$ cat src/hdl/rgbhsv_pkg.sv
// ----------------------------------------------------------------------------
// rgbhsv_pkg: shared types and constants for the RGB to HSV pixel converter
// Division lane layout, cell payload and the one-bit restoring division step.
// ----------------------------------------------------------------------------
package rgbhsv_pkg;

  localparam int CHAN_W   = 8;
  localparam int HUE_W    = 15;
  localparam int QUO_W    = 15;               // quotient bits, one per cell
  localparam int DEN_W    = 9;                // twice an 8-bit channel
  localparam int REM_W    = DEN_W;
  localparam int NUM_W    = REM_W + QUO_W;    // full dividend width
  localparam int OFF_W    = 11;               // sector offset times delta, up to 1530
  localparam int DIV_CELLS = QUO_W;
  localparam int NUM_STAGES = DIV_CELLS + 1;  // entry stage plus the division cells

  localparam int HUE_SECTOR = 3840;           // 60 degrees in 1/64 degree units
  localparam int HUE_FULL   = 23040;          // 360 degrees
  localparam int SAT_SCALE  = 255;

  // One long division in flight: partial remainder, dividend bits still to
  // bring down, divisor and quotient collected so far.
  typedef struct packed {
    logic [REM_W-1:0] rem;
    logic [QUO_W-1:0] num;
    logic [DEN_W-1:0] den;
    logic [QUO_W-1:0] quo;
  } div_t;

  typedef struct packed {
    div_t              hdiv;
    div_t              sdiv;
    logic [CHAN_W-1:0] brightness;
  } stage_t;

  // Pipeline control between neighbor stages.
  typedef struct packed {
    logic valid;
    logic en;
  } ctl_t;

  function automatic div_t div_step(div_t d);
    logic [REM_W:0] t;
    logic [REM_W:0] diff;
    div_t           o;
    t     = {d.rem, d.num[QUO_W-1]};
    diff  = t - {1'b0, d.den};
    o     = d;
    o.num = {d.num[QUO_W-2:0], 1'b0};
    if (t >= {1'b0, d.den}) begin
      o.rem = diff[REM_W-1:0];
      o.quo = {d.quo[QUO_W-2:0], 1'b1};
    end else begin
      o.rem = t[REM_W-1:0];
      o.quo = {d.quo[QUO_W-2:0], 1'b0};
    end
    return o;
  endfunction

endpackage

$ cat src/hdl/rgbhsv_front.sv
// ----------------------------------------------------------------------------
// rgbhsv_front: entry stage of the converter
// Finds max, min and delta, picks the hue sector and sets up both dividends.
// ----------------------------------------------------------------------------
module rgbhsv_front (
  input  logic                         clk,
  input  logic                         rst,
  input  logic                         valid_in,
  input  logic                         en,
  input  logic [rgbhsv_pkg::CHAN_W-1:0] red,
  input  logic [rgbhsv_pkg::CHAN_W-1:0] green,
  input  logic [rgbhsv_pkg::CHAN_W-1:0] blue,
  output logic                         valid,
  output rgbhsv_pkg::stage_t           stage
);

  logic [rgbhsv_pkg::CHAN_W-1:0] mx, mn, delta;
  logic [rgbhsv_pkg::OFF_W:0]    off;
  logic [rgbhsv_pkg::NUM_W-1:0]  hue_n, sat_n;
  rgbhsv_pkg::stage_t            stage_next;

  always_comb begin
    mx = red;
    mn = red;
    if (green > mx) mx = green;
    if (blue > mx)  mx = blue;
    if (green < mn) mn = green;
    if (blue < mn)  mn = blue;
    delta = mx - mn;

    // ties go to red, then green
    priority if (mx == red) begin
      if (green >= blue) off = 12'(green) - 12'(blue);
      else               off = 12'(6) * 12'(delta) - (12'(blue) - 12'(green));
    end else if (mx == green) begin
      off = 12'(2) * 12'(delta) + 12'(blue) - 12'(red);
    end else begin
      off = 12'(4) * 12'(delta) + 12'(red) - 12'(green);
    end

    hue_n = rgbhsv_pkg::NUM_W'(32'(off) * 32'(2 * rgbhsv_pkg::HUE_SECTOR)
                               + 32'(delta));
    sat_n = rgbhsv_pkg::NUM_W'(32'(delta) * 32'(2 * rgbhsv_pkg::SAT_SCALE) + 32'(mx));

    stage_next.brightness = mx;
    if (delta == '0) begin
      // grey pixel: 0 / 1 yields zero hue and saturation
      stage_next.hdiv = '{rem: '0, num: '0, den: rgbhsv_pkg::DEN_W'(1), quo: '0};
      stage_next.sdiv = '{rem: '0, num: '0, den: rgbhsv_pkg::DEN_W'(1), quo: '0};
    end else begin
      stage_next.hdiv.rem = hue_n[rgbhsv_pkg::NUM_W-1:rgbhsv_pkg::QUO_W];
      stage_next.hdiv.num = hue_n[rgbhsv_pkg::QUO_W-1:0];
      stage_next.hdiv.den = {delta, 1'b0};
      stage_next.hdiv.quo = '0;
      stage_next.sdiv.rem = sat_n[rgbhsv_pkg::NUM_W-1:rgbhsv_pkg::QUO_W];
      stage_next.sdiv.num = sat_n[rgbhsv_pkg::QUO_W-1:0];
      stage_next.sdiv.den = {mx, 1'b0};
      stage_next.sdiv.quo = '0;
    end
  end

  always_ff @(posedge clk) begin
    if (rst) begin
      valid <= 1'b0;
    end else if (en) begin
      valid <= valid_in;
    end
    if (en) begin
      stage <= stage_next;
    end
  end

endmodule

$ cat src/hdl/rgbhsv_div_cell.sv
// ----------------------------------------------------------------------------
// rgbhsv_div_cell: one cell of the division chain
// Retires one quotient bit of the hue and the saturation division per request.
// ----------------------------------------------------------------------------
module rgbhsv_div_cell (
  input  logic               clk,
  input  logic               rst,
  input  rgbhsv_pkg::ctl_t   ctl,
  input  rgbhsv_pkg::stage_t stage_in,
  output logic               valid,
  output rgbhsv_pkg::stage_t stage
);

  rgbhsv_pkg::stage_t stage_next;

  always_comb begin
    stage_next.hdiv       = rgbhsv_pkg::div_step(stage_in.hdiv);
    stage_next.sdiv       = rgbhsv_pkg::div_step(stage_in.sdiv);
    stage_next.brightness = stage_in.brightness;
  end

  always_ff @(posedge clk) begin
    if (rst) begin
      valid <= 1'b0;
    end else if (ctl.en) begin
      valid <= ctl.valid;
    end
    if (ctl.en) begin
      stage <= stage_next;
    end
  end

endmodule

$ cat src/hdl/rgb_to_hsv_pixel.sv
// ----------------------------------------------------------------------------
// rgb_to_hsv_pixel: 8-bit RGB to HSV pixel converter
// Entry stage followed by a chain of restoring division cells.
// ----------------------------------------------------------------------------
//  channel | handshake             | payload
//  --------+-----------------------+--------------------------------------
//  pixel   | pix_valid / pix_ready | red, green, blue (8 bits each)
//  result  | hsv_valid / hsv_ready | hue (15), saturation (8), brightness (8)
//
//  One pixel per clock while pix_ready is high; the entry stage loads on the
//  accepting edge, then each of the 15 division cells registers the request
//  and retires one quotient bit.
//  Synchronous reset empties every stage; no other state.
//  A stalled result holds in the last cell; earlier stages keep filling
//  bubbles, and pix_ready drops only when every stage is full.
// ----------------------------------------------------------------------------
module rgb_to_hsv_pixel (
  input  logic                          clk,
  input  logic                          rst,
  input  logic                          pix_valid,
  output logic                          pix_ready,
  input  logic [rgbhsv_pkg::CHAN_W-1:0] red,
  input  logic [rgbhsv_pkg::CHAN_W-1:0] green,
  input  logic [rgbhsv_pkg::CHAN_W-1:0] blue,
  output logic                          hsv_valid,
  input  logic                          hsv_ready,
  output logic [rgbhsv_pkg::HUE_W-1:0]  hue,
  output logic [rgbhsv_pkg::CHAN_W-1:0] saturation,
  output logic [rgbhsv_pkg::CHAN_W-1:0] brightness
);

  logic               vld [rgbhsv_pkg::NUM_STAGES];
  logic               en  [rgbhsv_pkg::NUM_STAGES];
  rgbhsv_pkg::stage_t stg [rgbhsv_pkg::NUM_STAGES];
  rgbhsv_pkg::stage_t last;

  // advance a stage when it is empty or its neighbor takes its content
  always_comb begin
    en[rgbhsv_pkg::NUM_STAGES-1] = !vld[rgbhsv_pkg::NUM_STAGES-1] || hsv_ready;
    for (int k = rgbhsv_pkg::NUM_STAGES - 2; k >= 0; k--) begin
      en[k] = !vld[k] || en[k+1];
    end
  end

  assign pix_ready = en[0];

  rgbhsv_front u_front (
    .clk      (clk),
    .rst      (rst),
    .valid_in (pix_valid),
    .en       (en[0]),
    .red      (red),
    .green    (green),
    .blue     (blue),
    .valid    (vld[0]),
    .stage    (stg[0])
  );

  for (genvar k = 1; k < rgbhsv_pkg::NUM_STAGES; k++) begin : g_cell
    rgbhsv_pkg::ctl_t ctl;
    assign ctl.valid = vld[k-1];
    assign ctl.en    = en[k];
    rgbhsv_div_cell u_cell (
      .clk      (clk),
      .rst      (rst),
      .ctl      (ctl),
      .stage_in (stg[k-1]),
      .valid    (vld[k]),
      .stage    (stg[k])
    );
  end

  assign last      = stg[rgbhsv_pkg::NUM_STAGES-1];
  assign hsv_valid = vld[rgbhsv_pkg::NUM_STAGES-1];

  // wrap a full turn after rounding
  always_comb begin
    if (last.hdiv.quo >= rgbhsv_pkg::HUE_W'(rgbhsv_pkg::HUE_FULL)) begin
      hue = last.hdiv.quo - rgbhsv_pkg::HUE_W'(rgbhsv_pkg::HUE_FULL);
    end else begin
      hue = last.hdiv.quo;
    end
  end

  assign saturation = last.sdiv.quo[rgbhsv_pkg::CHAN_W-1:0];
  assign brightness = last.brightness;

`ifndef SYNTHESIS
  a_rem_below_den: assert property (@(posedge clk) disable iff (rst)
    hsv_valid |-> (last.hdiv.rem < last.hdiv.den) && (last.sdiv.rem < last.sdiv.den))
    else $error("division remainder not below divisor");

  a_black_zero: assert property (@(posedge clk) disable iff (rst)
    hsv_valid && (brightness == '0) |-> (hue == '0) && (saturation == '0))
    else $error("black pixel with nonzero hue or saturation");

  a_hue_range: assert property (@(posedge clk) disable iff (rst)
    hsv_valid |-> (hue < rgbhsv_pkg::HUE_W'(rgbhsv_pkg::HUE_FULL)))
    else $error("hue out of range");

  a_front_hold: assert property (@(posedge clk) disable iff (rst)
    vld[0] && !en[0] |=> vld[0] && $stable(stg[0]))
    else $error("entry stage lost a held request");

  a_sat_fits: assert property (@(posedge clk) disable iff (rst)
    hsv_valid |-> (last.sdiv.quo[rgbhsv_pkg::QUO_W-1:rgbhsv_pkg::CHAN_W] == '0))
    else $error("saturation quotient exceeds 8 bits");
`endif

endmodule
$ cat config.mk
export PLATFORM = sky130hd
export DESIGN_NAME = rgb_to_hsv_pixel
export DESIGN_NICKNAME = d
export VERILOG_FILES = /design/src/hdl/rgbhsv_pkg.sv /design/src/hdl/rgbhsv_front.sv /design/src/hdl/rgbhsv_div_cell.sv /design/src/hdl/rgb_to_hsv_pixel.sv
export SDC_FILE = /design/constraint.sdc
export NUM_CORES = 2
export LEC_CHECK = 0
export ABC_AREA = 0
export BUFFER_PORTS_ARGS = -buffer_cell sky130_fd_sc_hd__clkbuf_2
export CAP_MARGIN = 20
export CORE_UTILIZATION = 58
export DETAILED_ROUTE_END_ITERATION = 8
export GPL_ROUTABILITY_DRIVEN = 1
export PLACE_DENSITY = 0.77
export SLEW_MARGIN = 20
export SYNTH_ARGS = -nofsm -noshare
export SYNTH_HDL_FRONTEND = slang
export SYNTH_SLANG_ARGS = --single-unit
$ cat constraint.sdc
create_clock -name clk -period 9.65 [get_ports clk]
set_input_delay 0.4825 -clock clk [delete_from_list [all_inputs] [get_ports clk]]
set_output_delay 0.4825 -clock clk [all_outputs]
set_load 0.005 [all_outputs]
======== Word-level counts from Yosys, hierarchy flattened ========
Index checks and enable logic that the tools add are counted.
Widths: inputs -> output; s select.
cells by class
  add/subtract/negate cells ............... 39
  multipliers ............................. 3
  magnitude comparators ................... 36
  equality and inequality tests ........... 2
  mux-type cells .......................... 60
  reductions and logical operators ........ 33
operators with widths
  operator                count
  $ge 10x9->1             29
  $mux 9                  28
  $sub 9x9->9             27
  $mux 64                 1
  $mux 12                 3
  $mux 8                  4
  $add 24x8->24           1
  $sub 12x8->12           2
  $mux 1                  23
  $add 17x8->18           1
  $sub 8x8->9             2
  $eq 8x8->1              2
  $gt 8x8->1              2
  $logic_not 1->1         16
  $logic_or 1x1->1        16
  $lt 8x8->1              2
  $mul 8x8->16 const B    1
  $ge 15x15->1 const B    1
  $mul 12x4->15 const B   1
  $mux 15                 1
  $sub 15x15->15 const B  1
  $sub 11x12->12          1
  $add 10x8->11           1
  $add 9x8->10            1
  6 further kinds         6
storage, ports and cells
  bits in registers ....................... 1074
  input bits .............................. 28

======== Longest topological paths before layout ========
  depth in word-level cells ............... 17
  depth in mapped cells ................... 52

======== By module ========
Synthesis repeated with hierarchy kept, for this count alone.
unflattened totals
  cells, all modules ...................... 4985
  area total of the unflattened synthesis .. 72917.4 sq um
by module, submodules not included
  module                                    times used  cells each  area each (sq um)
  rgbhsv_div_cell at g_cell[10].u_cell ...  14          251         4162.7
  rgbhsv_front                              1           1166        10162.2
  rgbhsv_div_cell at g_cell[5].u_cell       1           252         4150.2
  rgb_to_hsv_pixel                          1           53          326.6

======== Worst setup path before layout ========
OpenSTA, ideal clock, no wires.
  path kind ............................... input to register
  start point ............................. input red[3] (netlist name)
  end point ............................... register u_front.stage[103] (netlist name) (data pin)
  setup time .............................. 266 ps
  arrival time ............................ 9931 ps
  slack ................................... -547 ps
  cell stages on the path ................. 49
  buffers on the path ..................... 4
  path through ............................ inv_1 > ha_1 > a21o_1 > o21a_1 > nor2_1 > clkbuf_1 > nor2_1 > a21oi_1 > ha_1 > a21o_1 > a21o_1 > a21oi_1 > and3_1 > a22oi_1 > clkbuf_1 > clkbuf_1 > clkbuf_1 > nand2_1 > [13 not listed] > a21o_1 > xnor2_1 > xnor2_1 > mux2i_1 > mux2i_2 > inv_1 > fa_1 > inv_1 > fa_1 > inv_1 > ha_1 > a21oi_1 > o21bai_1 > a21oi_1 > o21bai_1 > a21oi_1 > xnor2_1 > nor2_1
between the ends
  word-level cells in the longest chain between the ends .. 11
  elaborated cells between the ends (all ways) .. 23
  those cells by class .................... add/sub (7); mul (2); order compare (4); eq/ne (2); mux (7); reduce/logical (1)
ends and longest elaborated chain
  element                                   line                                    text
  from (decl)                               rgb_to_hsv_pixel.sv:22                  input logic [rgbhsv_pkg::CHAN_W-1:0] red,
  $gt 8x8->1 or $lt 8x8->1 (tied branches)  rgbhsv_front.sv:25, rgbhsv_front.sv:27
  $mux 8, on equally long branches          rgbhsv_front.sv:25, rgbhsv_front.sv:27
  $gt 8x8->1 or $lt 8x8->1 (tied branches)  rgbhsv_front.sv:26, rgbhsv_front.sv:28
  $mux 8, on equally long branches          rgbhsv_front.sv:26, rgbhsv_front.sv:28
  $sub 8x8->8 (*)                           rgbhsv_front.sv:29                      delta = mx - mn;
  net u_front.delta, one bit                rgbhsv_front.sv:17                      logic [rgbhsv_pkg::CHAN_W-1:0] mx, mn, delta;
  $mul 2x8->10 (tied with other cells)      rgbhsv_front.sv:34                      else off = 12'(6) * 12'(delta) - (12'(blue) - 12'(green));
  $sub 11x12->12 (tied with other cells)    rgbhsv_front.sv:34
  $mux 12, on equally long branches         rgbhsv_front.sv:33, rgbhsv_front.sv:35
  $mux 12                                   rgbhsv_front.sv:32                      priority if (mx == red) begin
  $mul 12x4->15                             rgbhsv_front.sv:41                      hue_n = rgbhsv_pkg::NUM_W'(32'(off) * 32'(2 * rgbhsv_pkg::HUE_SECTOR)
  $add 24x8->24                             rgbhsv_front.sv:42                      + 32'(delta));
  to (signal assigned)                      rgbhsv_front.sv:69                      stage <= stage_next;
  to (decl)                                 rgbhsv_front.sv:14                      output rgbhsv_pkg::stage_t stage
The timed path passes the listed nets; every way through them passes the cells marked *.
A chain may end at the register's enable or synchronous reset.

======== Worst setup path in the final report ========
  start point ............................. input red[7] (netlist name)
  end point ............................... register u_front.stage[103] (netlist name) (data pin)
Same word-level chain as after synthesis.

==> results.md <==
- Status: completed
- Cell variety after synth: 67
- Layout cell share with drive strength beyond 1: 12.19%
- CTS Buf Count: 88
- Sequential area share after synthesis: 56.75%
- Max layer used: met4
- Fin area: 55870 µm²
- Period utilisation layout: 93.21%
- GR Overflow Total: 0
- Port Buffer Count: 60
- Clk_skew: 51.01 ps
- Total nets after synthesis: 4538
- Wl on met1: 34890 µm
- Initial DRC Count: 1317
- Mapped Cells: 4015
- H-tree levels: 3
- Worst Path Arrival: 9400 ps
- Vias per cell: 5.402
- Worst-Skew Late Latency: 670 ps
- Final Hold Viols: 0
- Maxcap violations: 0
- CTS sink count: 945
- R2R depth: 14
- Worst flop-to-flop path startpoint: g_cell[15].u_cell.valid
- CP Class: input port to flop
- Synth-to-layout area growth: 12.37%
- Setup violators final: 0
- Reg2Reg Setup Slack: 4820 ps
- Pre-antenna DRT Iters: 7
- Die area: 86900 µm²
- #FFs+latches synth: 945
- Via count: 29810
- Min-delay worst type: input port to flop
- Top cell type's share of synthesized area: 56.10%
- Synth area leader: edfxtp_1
- Initial Utilization: 58.49%
- CTS tree: built
- Largest cells by area after synthesis: edfxtp_1, ha_1, xnor2_1
- Inst Count DP: 5352
- Post-Synth XOR/XNOR Area: 5.068%
- Top cell by count, worst path: inv_1
- Asr flop ratio synth: 0%
- Crit-path slowest cell: or4_1
- Slew headroom: 33.14%
- Met3 routed WL: 2492 µm
- Final WL: 91500 µm
- Final core utilization: 65.72%
- Nets: 4821
- CTS root buf: clkbuf_16
- Clock Path Buffers: 3
- Synthesized area per cell: 12.38 µm²
- Largest family of logic cells by synthesized area: adder cells
- Top Ports: 61
- Simple-Gate Fraction of Synth Area: 8.042%
- Ys Warns: 0
- CP delay by family, top: adder cells
- Core Area: 85010 µm²
- Post-synth EDFFs: 929
- Mux cell area share after synthesis: 1.865%
- Buffers & Inverters on Critical Path: 10
- Largest net degree at the start of global routing: 66
- R2r endpoint: u_front.stage[89]
- Crit path time final: 8994 ps
- Compound-Gate Fraction of Synth Area: 10.08%
- # DRC: 0
- Largest stage delay, worst path: 610 ps
- Layout Cells excl Fill: 5518
- CP startpoint kind: input port
- Post-Place Cell Area: 52750 µm²
- Hold buffers post-CTS: 0
- Dominant synthesized flop cell: edfxtp_1
- Wire length of the first global-routing pass: 149200 µm
- Total GRT Usage: 21.48%
- Termination of the worst setup path: u_front.stage[103]
- Achievable Freq: 111.2 MHz
- Levels on crit path: 47
- Chip width: 294.8 µm
- Routed wl met2: 51090 µm
- Adder-cell share of the synthesized area: 13.75%
- FP Rows: 107
- Vias in the first global route: 31060
- Worst Path Required: 10060 ps
- Initial antenna violation count: 0
- Hpwl dp: 67920 µm
- Critical Path Start: red[7]
- Synthesized area: 49720 µm²
- GP Congestion: 0.8904
- Height of the die: 294.8 µm
- Worst-Margin Slew: 1001 ps
- Largest fanout on the critical path: 5
- Max Slew Vio Count: 0
- Final ANT Viol Nets: 0
- Drt wl/cell: 16.58 µm
- Clock Pin Slew Worst Setup and Hold Paths: 60 ps
- Crit end category: flop
- Antenna diodes: 0
==> worst min path at each step <==
| stage | start | end | cells after the start |
|---|---|---|---|
| after floorplan | g_cell[9].u_cell.stage[0] | g_cell[10].u_cell.stage[0] | 0 |
| after global placement | g_cell[8].u_cell.stage[5] | g_cell[9].u_cell.stage[5] | 0 |
| after detailed placement | g_cell[9].u_cell.stage[2] | g_cell[10].u_cell.stage[2] | 0 |
| after CTS | pix_valid | u_front.valid | 3 |
| after global routing | pix_valid | u_front.valid | 3 |
| final | pix_valid | u_front.valid | 3 |
==> flip-flops by register name (all words and copies together) (netlist names) <==
signal and cells:
g_cell.u_cell.stage 872, u_front.valid 1, u_front.stage 57, g_cell.u_cell.valid 15
==> stage by stage <==
step / TNS, ps / setup slack (ps) / hold slack, ps
after floorplan: 0 / 11.36 / 400.3
after CTS: 0 / 597.4 / 10.51
final: 0 / 655.5 / 46.53
after global placement: -11.29 / -11.29 / 400.3
after detailed placement: -127.9 / -84.25 / 404.5
after global routing: -11.87 / -11.87 / 62.98
==> cell usage after synthesis, types with 3 or more instances <==
cell type / count
a21oi_1: 358
clkbuf_1: 43
mux2i_2: 3
buf_2: 5
nand2b_1: 97
o21ai_0: 122
a21o_1: 190
a211oi_1: 33
and2_1: 28
edfxtp_1: 929
nand3_1: 29
nor2b_1: 112
a31oi_1: 6
nor3_1: 12
ha_1: 416
buf_4: 25
inv_1: 487
xnor2_1: 232
fa_1: 79
nor2_1: 355
and3_1: 6
o21ai_2: 3
nor4_1: 3
o21a_1: 7
mux2_2: 60
xor2_1: 52
o211ai_1: 3
mux2i_1: 21
or2_2: 14
nand4_1: 60
dfxtp_1: 16
o21bai_1: 30
o31ai_1: 13
nand2_1: 97
a2111oi_0: 15
maj3_1: 4
o41ai_1: 9
==> metal layers <==
layer / vias up / global-route usage, %
li1: 14800 / -
met1: 14340 / 22.42
met2: 480 / 43.07
met3: 186 / 2.519
met4: 0 / 8.117
met5: - / 0
==> worst reg2reg max path, delay by kind of cell, from the launching register on <==
family,cells,cell delay [ps]
flip-flops,1,310
buffers and inverters,4,1900
AND/OR/NAND/NOR,10,2160
==> timing repair <==
item / 4_1_cts / 5_1_grt
buffers inserted: 0 / 0
gates resized for setup: 0 / 6
endpoints found under the setup margin: 0 / 3
==> kinds of logic after synthesis <==
group / after synthesis
adder cells (fa/ha/maj): 500
flip-flops: 945
AND/OR/NAND/NOR: 824
buffers and inverters: 562
XOR/XNOR: 286
AO/OA/AOI/OAI: 814
multiplexers: 84
==> placed cells by master (no fill, tap or decap), types with 19 or more instances in the layout <==
cell type	instances
edfxtp_1	929
inv_1	479
ha_1	416
nor2_1	354
a21oi_1	353
xnor2_1	229
buf_4	206
a21o_1	190
o21ai_0	119
nor2b_1	112
nand2b_1	97
nand2_1	93
clkbuf_16	88
fa_1	78
nand4_1	60
mux2_2	60
clkbuf_2	60
xor2_1	51
a211oi_1	33
o21bai_1	30
and2_1	28
nand3_1	27
clkinv_1	21
mux2i_1	19
==> final cells by class <==
type / instances / area [µm²]
repair buffers: 266 / 1847
multi-input cells: 2508 / 19440
fillers: 5958 / 29140
inverters: 489 / 1836
clock buffers: 98 / 2270
flip-flops and latches: 945 / 28220
clock inverters: 68 / 830.8
well taps: 1144 / 1431
Power is left out: the tool's default activity adds up to more than one toggle a clock period on the data nets, which glitch-free logic cannot reach.
